===== src/rtl/lru_pkg.sv =====
// Shared types, sizes and helper functions for the LRU page replacement block.
// Depends on nothing; every other file of the block imports it.
`default_nettype none

package lru_pkg;

    localparam int MAX_FRAMES  = 8;
    localparam int STAMP_BITS  = 32;
    localparam int COUNT_BITS  = 32;
    localparam int PAGE_BITS   = 8;
    localparam int CFG_BITS    = 4;
    localparam int SLOT_BITS   = 3;
    localparam int IDX_BITS    = (MAX_FRAMES > 1) ? $clog2(MAX_FRAMES) : 1;
    localparam int FILL_BITS   = $clog2(MAX_FRAMES + 1);

    localparam logic [CFG_BITS-1:0] FRAMES_RESET = CFG_BITS'(8);

    typedef logic [PAGE_BITS-1:0]  t_page;
    typedef logic [STAMP_BITS-1:0] t_stamp;
    typedef logic [COUNT_BITS-1:0] t_count;
    typedef logic [IDX_BITS-1:0]   t_idx;
    typedef logic [FILL_BITS-1:0]  t_fill;
    typedef logic [CFG_BITS-1:0]   t_cfg;
    typedef logic [SLOT_BITS-1:0]  t_slot;

    // One frame entry as held in the frame memory.
    typedef struct packed {
        t_page  page;
        t_stamp stamp;
    } t_frame;

    // Result of the shared compare unit.
    typedef struct packed {
        logic page_eq;
        logic stamp_lt;
    } t_cmp;

    typedef enum logic [1:0] {
        ST_IDLE,
        ST_SCAN,
        ST_UPDATE
    } t_state;

    // Effective frame limit: zero acts as one, anything too large is clipped.
    function automatic t_fill frame_limit(input t_cfg cfg);
        t_fill lim;
        if (cfg == '0) begin
            lim = FILL_BITS'(1);
        end else if (32'(cfg) > MAX_FRAMES) begin
            lim = FILL_BITS'(MAX_FRAMES);
        end else begin
            lim = FILL_BITS'(cfg);
        end
        return lim;
    endfunction

endpackage

`default_nettype wire


===== src/rtl/lru_if.sv =====
// Request and response channel interfaces of the LRU page replacement block.
// Depends on lru_pkg for the payload types.
`default_nettype none

interface lru_req_if;
    import lru_pkg::*;

    logic  valid;
    logic  ready;
    t_page page;
    logic  restart;

    modport source (output valid, output page, output restart, input ready);
    modport sink   (input valid, input page, input restart, output ready);
endinterface

interface lru_rsp_if;
    import lru_pkg::*;

    logic   valid;
    logic   ready;
    logic   hit;
    t_slot  slot;
    logic   evicted;
    t_page  evicted_page;
    t_count fault_count;
    t_count hit_count;

    modport source (output valid, output hit, output slot, output evicted,
                    output evicted_page, output fault_count, output hit_count,
                    input ready);
    modport sink   (input valid, input hit, input slot, input evicted,
                    input evicted_page, input fault_count, input hit_count,
                    output ready);
endinterface

`default_nettype wire


===== src/rtl/lru_page_replacement.sv =====
// Top level of the LRU page replacement block: sequencer, counters, result register.
// Depends on lru_pkg, lru_if, lru_frame_mem and lru_cmp_unit.
`default_nettype none

// The block takes one page reference per request and answers with one result:
// whether the page was resident, the frame slot that now holds it, the page it
// displaced (if any) and saturating fault and hit totals. Frames live in a small
// memory that holds a page and its last-use stamp. After a request is accepted
// the sequencer reads the filled frames one per cycle through the single read
// port and runs each through one shared compare unit, which checks for a page
// match and compares its stamp against the oldest stamp so far among the frames
// allowed for replacement. A request is accepted, then scanned (one read per
// filled frame, then the last frame comes back through the memory read register
// and is compared, then a check sees that no read is still outstanding), and
// then the frame is written back and the result loaded. A hit stops the reads
// early. The input is not ready from the accept until the write-back. The
// result, totals included, sits in an output register, so the next request is
// accepted while an earlier result still waits to be taken; the write-back of
// that next request then waits until the earlier result is taken. A set
// restart bit clears the fill count, the step counter and the totals before
// the page is handled. The frame limit register is written through
// i_cfg_we/i_cfg_wdata; the user must write it only while the block is idle,
// which the block itself does not enforce; zero acts as one and values above
// eight act as eight.
module lru_page_replacement (
    input  wire logic          i_clk,
    input  wire logic          i_rst_n,
    input  wire logic          i_cfg_we,
    input  wire lru_pkg::t_cfg i_cfg_wdata,
    lru_req_if.sink            i_req,
    lru_rsp_if.source          o_rsp
);
    import lru_pkg::*;

    // Control state.
    t_state r_state, n_state;
    t_cfg   r_frames_in_use;
    t_fill  r_filled, n_filled;
    t_stamp r_step, n_step;
    t_count r_faults, n_faults;
    t_count r_hits, n_hits;

    // Scan state.
    t_fill  r_rd_idx, n_rd_idx;
    logic   r_rd_vld;
    t_idx   r_cmp_idx;
    logic   r_found, n_found;
    t_idx   r_hit_idx, n_hit_idx;
    logic   r_best_set, n_best_set;
    t_idx   r_best_idx, n_best_idx;
    t_stamp r_best_stamp, n_best_stamp;
    t_page  r_best_page, n_best_page;
    t_page  r_page;

    // Result register.
    logic   r_out_valid, n_out_valid;
    logic   r_out_hit;
    t_slot  r_out_slot;
    logic   r_out_evicted;
    t_page  r_out_evicted_page;
    t_count r_out_faults;
    t_count r_out_hits;

    // Sequencer outputs.
    logic   req_ready;
    logic   rd_en;
    logic   upd_go;
    logic   scan_done;

    logic   req_accept;
    t_fill  lim;
    t_frame rd_data;
    t_cmp   cmp;
    t_idx   upd_slot;
    logic   upd_evict;
    logic   upd_fill;

    assign req_accept = i_req.valid && req_ready;
    assign lim        = frame_limit(r_frames_in_use);

    lru_frame_mem u_mem (
        .i_clk   (i_clk),
        .i_we    (upd_go),
        .i_waddr (upd_slot),
        .i_wdata ({r_page, r_step}),
        .i_re    (rd_en),
        .i_raddr (r_rd_idx[IDX_BITS-1:0]),
        .o_rdata (rd_data)
    );

    lru_cmp_unit u_cmp (
        .i_entry      (rd_data),
        .i_page       (r_page),
        .i_best_stamp (r_best_stamp),
        .o_cmp        (cmp)
    );

    // Reads stop once a hit is known or every filled frame has been issued.
    assign scan_done = !rd_en && !r_rd_vld;

    // Next state.
    always_comb begin
        n_state = r_state;
        case (r_state)
            ST_IDLE: begin
                if (req_accept) begin
                    n_state = ST_SCAN;
                end
            end
            ST_SCAN: begin
                if (scan_done) begin
                    n_state = ST_UPDATE;
                end
            end
            ST_UPDATE: begin
                if (upd_go) begin
                    n_state = ST_IDLE;
                end
            end
            default: begin
                n_state = ST_IDLE;
            end
        endcase
    end

    // Sequencer outputs.
    always_comb begin
        req_ready = 1'b0;
        rd_en     = 1'b0;
        upd_go    = 1'b0;
        case (r_state)
            ST_IDLE: begin
                req_ready = 1'b1;
            end
            ST_SCAN: begin
                rd_en = !r_found && (r_rd_idx < r_filled);
            end
            ST_UPDATE: begin
                upd_go = !r_out_valid || o_rsp.ready;
            end
            default: begin
                req_ready = 1'b0;
            end
        endcase
    end

    // Where the referenced page goes: the hit frame, the next empty frame, or
    // the oldest frame among those the limit allows.
    always_comb begin
        upd_fill  = !r_found && (r_filled < lim);
        upd_evict = !r_found && !upd_fill;
        if (r_found) begin
            upd_slot = r_hit_idx;
        end else if (upd_fill) begin
            upd_slot = r_filled[IDX_BITS-1:0];
        end else begin
            upd_slot = r_best_idx;
        end
    end

    // Datapath next values.
    always_comb begin
        n_filled     = r_filled;
        n_step       = r_step;
        n_faults     = r_faults;
        n_hits       = r_hits;
        n_rd_idx     = r_rd_idx;
        n_found      = r_found;
        n_hit_idx    = r_hit_idx;
        n_best_set   = r_best_set;
        n_best_idx   = r_best_idx;
        n_best_stamp = r_best_stamp;
        n_best_page  = r_best_page;
        n_out_valid  = r_out_valid;

        if (o_rsp.ready) begin
            n_out_valid = 1'b0;
        end

        if (req_accept) begin
            n_rd_idx   = '0;
            n_found    = 1'b0;
            n_best_set = 1'b0;
            if (i_req.restart) begin
                n_filled = '0;
                n_step   = '0;
                n_faults = '0;
                n_hits   = '0;
            end
        end

        if (rd_en) begin
            n_rd_idx = r_rd_idx + FILL_BITS'(1);
        end

        // Compare the frame that came back from the memory this cycle.
        if (r_rd_vld) begin
            if (cmp.page_eq && !r_found) begin
                n_found   = 1'b1;
                n_hit_idx = r_cmp_idx;
            end
            if ((FILL_BITS'(r_cmp_idx) < lim) && (!r_best_set || cmp.stamp_lt)) begin
                n_best_set   = 1'b1;
                n_best_idx   = r_cmp_idx;
                n_best_stamp = rd_data.stamp;
                n_best_page  = rd_data.page;
            end
        end

        if (upd_go) begin
            n_out_valid = 1'b1;
            if (upd_fill) begin
                n_filled = r_filled + FILL_BITS'(1);
            end
            if (r_found) begin
                if (r_hits != '1) begin
                    n_hits = r_hits + COUNT_BITS'(1);
                end
            end else begin
                if (r_faults != '1) begin
                    n_faults = r_faults + COUNT_BITS'(1);
                end
            end
            if (r_step != '1) begin
                n_step = r_step + STAMP_BITS'(1);
            end
        end
    end

    // Control registers.
    always_ff @(posedge i_clk) begin
        if (!i_rst_n) begin
            r_state         <= ST_IDLE;
            r_frames_in_use <= FRAMES_RESET;
            r_filled        <= '0;
            r_step          <= '0;
            r_faults        <= '0;
            r_hits          <= '0;
            r_rd_idx        <= '0;
            r_rd_vld        <= 1'b0;
            r_found         <= 1'b0;
            r_best_set      <= 1'b0;
            r_out_valid     <= 1'b0;
        end else begin
            r_state     <= n_state;
            r_filled    <= n_filled;
            r_step      <= n_step;
            r_faults    <= n_faults;
            r_hits      <= n_hits;
            r_rd_idx    <= n_rd_idx;
            r_rd_vld    <= rd_en;
            r_found     <= n_found;
            r_best_set  <= n_best_set;
            r_out_valid <= n_out_valid;
            if (i_cfg_we) begin
                r_frames_in_use <= i_cfg_wdata;
            end
        end
    end

    // Payload registers.
    always_ff @(posedge i_clk) begin
        r_cmp_idx    <= r_rd_idx[IDX_BITS-1:0];
        r_hit_idx    <= n_hit_idx;
        r_best_idx   <= n_best_idx;
        r_best_stamp <= n_best_stamp;
        r_best_page  <= n_best_page;
        if (req_accept) begin
            r_page <= i_req.page;
        end
        // The totals are captured with the rest of the result, so a restart on
        // the next request cannot disturb a result that is still waiting.
        if (upd_go) begin
            r_out_hit          <= r_found;
            r_out_slot         <= SLOT_BITS'(upd_slot);
            r_out_evicted      <= upd_evict;
            r_out_evicted_page <= upd_evict ? r_best_page : '0;
            r_out_faults       <= n_faults;
            r_out_hits         <= n_hits;
        end
    end

    assign i_req.ready        = req_ready;
    assign o_rsp.valid        = r_out_valid;
    assign o_rsp.hit          = r_out_hit;
    assign o_rsp.slot         = r_out_slot;
    assign o_rsp.evicted      = r_out_evicted;
    assign o_rsp.evicted_page = r_out_evicted_page;
    assign o_rsp.fault_count  = r_out_faults;
    assign o_rsp.hit_count    = r_out_hits;

    // The fill count never passes the number of frames in the memory.
    a_fill_bound: assert property (@(posedge i_clk) disable iff (!i_rst_n)
        32'(r_filled) <= MAX_FRAMES)
        else $error("frame fill count above frame count");

    // A memory read is only ever issued for a filled frame.
    a_read_filled: assert property (@(posedge i_clk) disable iff (!i_rst_n)
        rd_en |-> (r_rd_idx < r_filled))
        else $error("read issued beyond filled frames");

    // Finishing an update always leaves a result waiting in the output register.
    a_update_result: assert property (@(posedge i_clk) disable iff (!i_rst_n)
        upd_go |=> (r_out_valid && r_state == ST_IDLE))
        else $error("update did not produce a result");

    // A hit never reports an eviction.
    a_hit_no_evict: assert property (@(posedge i_clk) disable iff (!i_rst_n)
        r_out_valid |-> !(r_out_hit && r_out_evicted))
        else $error("hit reported together with eviction");

endmodule

`default_nettype wire


===== src/rtl/lru_frame_mem.sv =====
// Frame memory: page and last-use stamp per frame, one write and one read port.
// Depends on lru_pkg; read data is registered.
`default_nettype none

module lru_frame_mem (
    input  wire logic           i_clk,
    input  wire logic           i_we,
    input  wire lru_pkg::t_idx   i_waddr,
    input  wire lru_pkg::t_frame i_wdata,
    input  wire logic           i_re,
    input  wire lru_pkg::t_idx   i_raddr,
    output lru_pkg::t_frame      o_rdata
);
    import lru_pkg::*;

    t_frame r_mem [MAX_FRAMES];
    t_frame r_rdata;

    always_ff @(posedge i_clk) begin
        if (i_we) begin
            r_mem[i_waddr] <= i_wdata;
        end
    end

    always_ff @(posedge i_clk) begin
        if (i_re) begin
            r_rdata <= r_mem[i_raddr];
        end
    end

    assign o_rdata = r_rdata;

endmodule

`default_nettype wire


===== src/rtl/lru_cmp_unit.sv =====
// Shared compare unit: page match and stamp ordering against the running best.
// Depends on lru_pkg.
`default_nettype none

module lru_cmp_unit (
    input  wire lru_pkg::t_frame i_entry,
    input  wire lru_pkg::t_page  i_page,
    input  wire lru_pkg::t_stamp i_best_stamp,
    output lru_pkg::t_cmp        o_cmp
);
    import lru_pkg::*;

    always_comb begin
        o_cmp.page_eq  = (i_entry.page == i_page);
        o_cmp.stamp_lt = (i_entry.stamp < i_best_stamp);
    end

endmodule

`default_nettype wire


===== src/flat_wrapper.sv =====
// flat-port wrapper written by rule: the top's interface ports become plain ports
module lru_page_replacement_flat import lru_pkg::*;
  (i_clk, i_rst_n, i_cfg_we, i_cfg_wdata, i_req_valid, i_req_page, i_req_restart, i_req_ready, o_rsp_valid, o_rsp_hit, o_rsp_slot, o_rsp_evicted, o_rsp_evicted_page, o_rsp_fault_count, o_rsp_hit_count, o_rsp_ready);
  lru_req_if i_req_i ();
  lru_rsp_if o_rsp_i ();
  input  wire logic i_clk;
  input  wire logic i_rst_n;
  input  wire logic i_cfg_we;
  input  wire lru_pkg::t_cfg i_cfg_wdata;
  input wire logic [$bits(i_req_i.valid)-1:0] i_req_valid;
  input wire logic [$bits(i_req_i.page)-1:0] i_req_page;
  input wire logic [$bits(i_req_i.restart)-1:0] i_req_restart;
  output wire logic [$bits(i_req_i.ready)-1:0] i_req_ready;
  output wire logic [$bits(o_rsp_i.valid)-1:0] o_rsp_valid;
  output wire logic [$bits(o_rsp_i.hit)-1:0] o_rsp_hit;
  output wire logic [$bits(o_rsp_i.slot)-1:0] o_rsp_slot;
  output wire logic [$bits(o_rsp_i.evicted)-1:0] o_rsp_evicted;
  output wire logic [$bits(o_rsp_i.evicted_page)-1:0] o_rsp_evicted_page;
  output wire logic [$bits(o_rsp_i.fault_count)-1:0] o_rsp_fault_count;
  output wire logic [$bits(o_rsp_i.hit_count)-1:0] o_rsp_hit_count;
  input wire logic [$bits(o_rsp_i.ready)-1:0] o_rsp_ready;
  assign i_req_i.valid = i_req_valid;
  assign i_req_i.page = i_req_page;
  assign i_req_i.restart = i_req_restart;
  assign i_req_ready = i_req_i.ready;
  assign o_rsp_valid = o_rsp_i.valid;
  assign o_rsp_hit = o_rsp_i.hit;
  assign o_rsp_slot = o_rsp_i.slot;
  assign o_rsp_evicted = o_rsp_i.evicted;
  assign o_rsp_evicted_page = o_rsp_i.evicted_page;
  assign o_rsp_fault_count = o_rsp_i.fault_count;
  assign o_rsp_hit_count = o_rsp_i.hit_count;
  assign o_rsp_i.ready = o_rsp_ready;
  lru_page_replacement u_core (.i_clk(i_clk), .i_rst_n(i_rst_n), .i_cfg_we(i_cfg_we), .i_cfg_wdata(i_cfg_wdata), .i_req(i_req_i), .o_rsp(o_rsp_i));
endmodule

===== config.mk =====
export PLATFORM = sky130hd
export DESIGN_NAME = lru_page_replacement_flat
export DESIGN_NICKNAME = d
export VERILOG_FILES = /design/src/rtl/lru_pkg.sv /design/src/rtl/lru_if.sv /design/src/rtl/lru_page_replacement.sv /design/src/rtl/lru_frame_mem.sv /design/src/rtl/lru_cmp_unit.sv /design/src/flat_wrapper.sv
export SDC_FILE = /design/constraint.sdc
export NUM_CORES = 1
export LEC_CHECK = 0
export BUFFER_PORTS_ARGS = -buffer_cell sky130_fd_sc_hd__buf_2
export CORE_MARGIN = 2
export CORE_UTILIZATION = 52
export DETAILED_ROUTE_END_ITERATION = 10
export PLACE_DENSITY = 0.69
export SLEW_MARGIN = 20
export SYNTH_ARGS = -nofsm -noshare
export SYNTH_HDL_FRONTEND = slang
export SYNTH_SLANG_ARGS = --single-unit

===== constraint.sdc =====
create_clock -name i_clk -period 6.05 [get_ports i_clk]
set_input_delay 0.9075 -clock i_clk [delete_from_list [all_inputs] [get_ports i_clk]]
set_output_delay 0.9075 -clock i_clk [all_outputs]
set_load 0.03 [all_outputs]

==> results.py <==
metrics = {
    "worst_setup_path": {
        "reg2reg_from": "u_core.u_mem.o_rdata[1]",
        "worstPathRequired_ns": 6.34,
        "critPathKind": "reg -> reg",
        "reg2reg_to": "u_core.r_best_stamp[27]",
        "critPathMaxStageDelay_ns": 0.81,
        "crit_path_start_kind": "flip-flop",
        "startpoint": "u_core.u_mem.o_rdata[1]",
        "cp_slowest_cell": "o41ai_1",
        "r2r_slack_ns": 2.56,
        "setup.worst_path.end": "u_core.r_best_stamp[27]",
        "critical_path.endpoint_type": "flip-flop",
        "cp_cell_sequence": "ha_1 -> nand2_1 -> o21ai_0 -> a41oi_1 -> o41ai_1 -> a311oi_1 -> or2_2 -> buf_4",
        "worst-path-max-fanout": 39,
        "reg2reg_depth": 8,
        "worstPathArrival_ns": 3.78,
    },
    "clock_network": {
        "insertion_delay_ns": 0.63,
        "clockRootBuffer": "clkbuf_16",
        "cts_tree": "built",
        "cts-resized-gates": 0,
        "cts.reportedPaths.clkPinSlew_ns": 0.06,
        "cts_made_buffers": 60,
        "clk_path_buf_depth": 3,
        "post_cts_buffers": 0,
        "cts_htree_levels": 2,
        "ctsHoldBuffers": 0,
        "cts.sinks": 608,
    },
    "timing": {
        "post-route-period-util_pct": 57.6,
        "tns_ns": 0,
        "final_max_slew_viol_count": 0,
        "slew-limit-headroom_pct": 29.0,
        "setup_viol": 0,
        "tightest_slew_ns": 1.06,
        "rsz0062_at_grt": "false",
        "setup_ws_ns": 2.56,
        "period_minus_slack_ns": 3.49,
        "hold_ws_ns": 0.460,
        "finalHoldViolCount": 0,
        "fin_skew_ns": 0.0242,
        "max_freq_mhz": 287,
    },
    "placement": {
        "postPlaceCellArea_um2": 25700,
        "dpl_worst_slack_ns": 2.18,
        "dpl.hpwl_um": 30300,
        "placed_cells": 2256,
        "port_buffers": 96,
        "place.gp.congestion": 0.837,
    },
    "drt": {
        "wire_per_inst_um": 20.7,
        "drt_first_iter_violations": 1070,
        "via_per_inst": 5.75,
        "ant_nets": 0,
        "vias": 13631,
        "wirelength_um": 49100,
        "drc": 0,
        "drt_first_pass_iters": 5,
    },
    "layout": {
        "nets": 1773,
        "area_delta_synth_final_pct": 13.5,
        "drive_gt1_share_pct": 20.6,
        "fin_util_pct": 59.7,
        "fill_cells": 3506,
        "stdcell_count": 2371,
        "stdcell_area_um2": 27700,
    },
    "grt": {
        "grt_pass1_wl_um": 76100,
        "grt-ovfl-total": 0,
        "grt_pass1_vias": 13350,
        "grt_max_degree": 60,
        "grt_antenna_before_repair": 1,
        "grt_use_total_pct": 20.5,
    },
    "die": {
        "die_area_um2": 48700,
        "die_x_um": 221,
        "fp-row-count": 79,
        "die-height_um": 221,
        "start_util_pct": 52.6,
        "core-area_um2": 46500,
        "pin_count": 97,
    },
    "power": {
        "power_leakage_nw": 9.90,
        "ir_drop_uv": 224,
        "p_total_mw": 8.57,
        "power_density_nw_per_um2": 309,
    },
    "logic_synthesis": {
        "async_flop_share_pct": 0,
        "synth-edff-count": 491,
        "ys_seq_area_share_pct": 69.9,
        "avgSynthCellArea_um2": 15.4,
        "synth.distinct_cells": 63,
        "syn-cell-area_um2": 24400,
        "ys_ff_latch": 608,
        "ys_warn_count": 0,
        "yosys_most_used_dff": "edfxtp_1",
        "syn_inst": 1590,
        "syn_nets": 1652,
    },
    "hold_path": {
        "hold_path.class": "in -> reg",
        "min-delay-start": "i_req_page[4]",
    },
    "status": {
        "status": "completed",
    },
    "run": {
        "maxCapViolCount": 0,
    },
}
[cell usage after synthesis, types with 11 or more instances]
cell      instances  share of area (%)
nor4_1           22               0.56
or3_1            14               0.36
xnor2_1          15               0.54
edfxtp_1        491                 60
xor2_1           14               0.50
mux4_2           80                7.4
o21ai_0          44               0.90
nand2_1         110                1.7
nand4_1          36               0.92
and3_1           11               0.28
mux2i_1          32                1.3
and2_1           47                1.2
and4_1           11               0.39
a31oi_1          16               0.41
nor2_1           98                1.5
nor3_1           31               0.64
mux2_2           42                1.9
ha_1             44                2.3
inv_1            51               0.78
dfxtp_1         117                9.6
a21o_1           12               0.37
clkbuf_1         41               0.63
a21oi_1          55                1.1
nand3_1          57                1.2
[where the power goes]
group	internal (mW)	switching, mW
Sequential	4.53	0.0302
Combinational	0.0653	0.161
Clock	2.23	1.55
Total	6.82	1.75
[per-layer routing]
layer	routed length, um	global-route usage [%]	part of all wire (%)
met1	21400	27.9	44
met2	24300	34.7	50
met3	2450	2.98	5.0
met4	928	5.73	1.9
met5	0	0	0
[worst min-delay path by stage]
stage | cells after the start | slack (ns) | endpoint
after floorplan | 0 | 0.35 | u_core.r_cmp_idx[2]
after global placement | 0 | 0.44 | u_core.r_best_stamp[0]
after detailed placement | 0 | 0.45 | u_core.r_best_stamp[7]
after CTS | 1 | 0.43 | u_core.r_page[5]
after global routing | 1 | 0.44 | u_core.r_page[4]
final | 1 | 0.46 | u_core.r_page[4]
[sequential cells by signal, summed over array words and instances, names as in the netlist, 2 cells and up]
| name | count |
|---|---|
| u_core.o_rsp.evicted_page | 8 |
| u_core.o_rsp.fault_count | 32 |
| u_core.r_state | 2 |
| u_core.u_mem.o_rdata | 40 |
| u_core.r_frames_in_use | 4 |
| u_core.r_best_idx | 3 |
| u_core.o_rsp.hit_count | 32 |
| u_core.r_best_stamp | 32 |
| u_core.r_best_page | 8 |
| u_core.u_mem.r_mem | 320 |
| u_core.r_hit_idx | 3 |
| u_core.o_rsp.slot | 3 |
| u_core.r_cmp_idx | 3 |
| u_core.r_rd_idx | 4 |
| u_core.r_page | 8 |
| u_core.r_filled | 4 |
| u_core.r_step | 32 |
| u_core.r_faults | 32 |
| u_core.r_hits | 32 |
[logic make-up (layout without fill, tap and decap cells)]
family	Yosys count	in the layout	synth area share, %
buffers and inverters	106	279	1.72
adder cells (fa/ha/maj)	44	44	2.25
multiplexers	154	154	10.6
other	0	1	0
AO/OA/AOI/OAI	175	175	4.46
flip-flops	608	608	69.9
AND/OR/NAND/NOR	474	474	9.97
XOR/XNOR	29	29	1.04
[placed cells by master (no fill, tap or decap), types with 47 or more instances in the layout]
master       n
dfxtp_1    114
clkbuf_16   62
mux4_2      80
nand2_1    110
nor2_1      89
nand3_1     57
and2_1      47
edfxtp_1   491
inv_1       50
a21oi_1     54
buf_2       96
[area by class of cell]
| cell class | instances | area, um2 | area share, % |
|---|---|---|---|
| sequential | 608 | 17100 | 61.7 |
| multi-input combinational | 876 | 7010 | 25.3 |
| clock buffer | 81 | 1700 | 6.14 |
| tap | 607 | 759 | 2.74 |
| timing repair buffer | 114 | 628 | 2.27 |
| clock inverter | 33 | 335 | 1.21 |
| inverter | 51 | 193 | 0.695 |
| antenna | 1 | 2.50 | 0.00902 |
[critical path: cells and delay by family, from the launching register on]
| kind | cells | cell delay (ns) |
|---|---|---|
| and+or+nand+nor | 2 | 0.48 |
| buffers and inverters | 1 | 0.35 |
| DFF | 1 | 0.43 |
| AOI/OAI and AO/OA | 4 | 1.54 |
| adders and majority gates | 1 | 0.30 |
No activity file was read; power rests on OpenSTA's default activity.
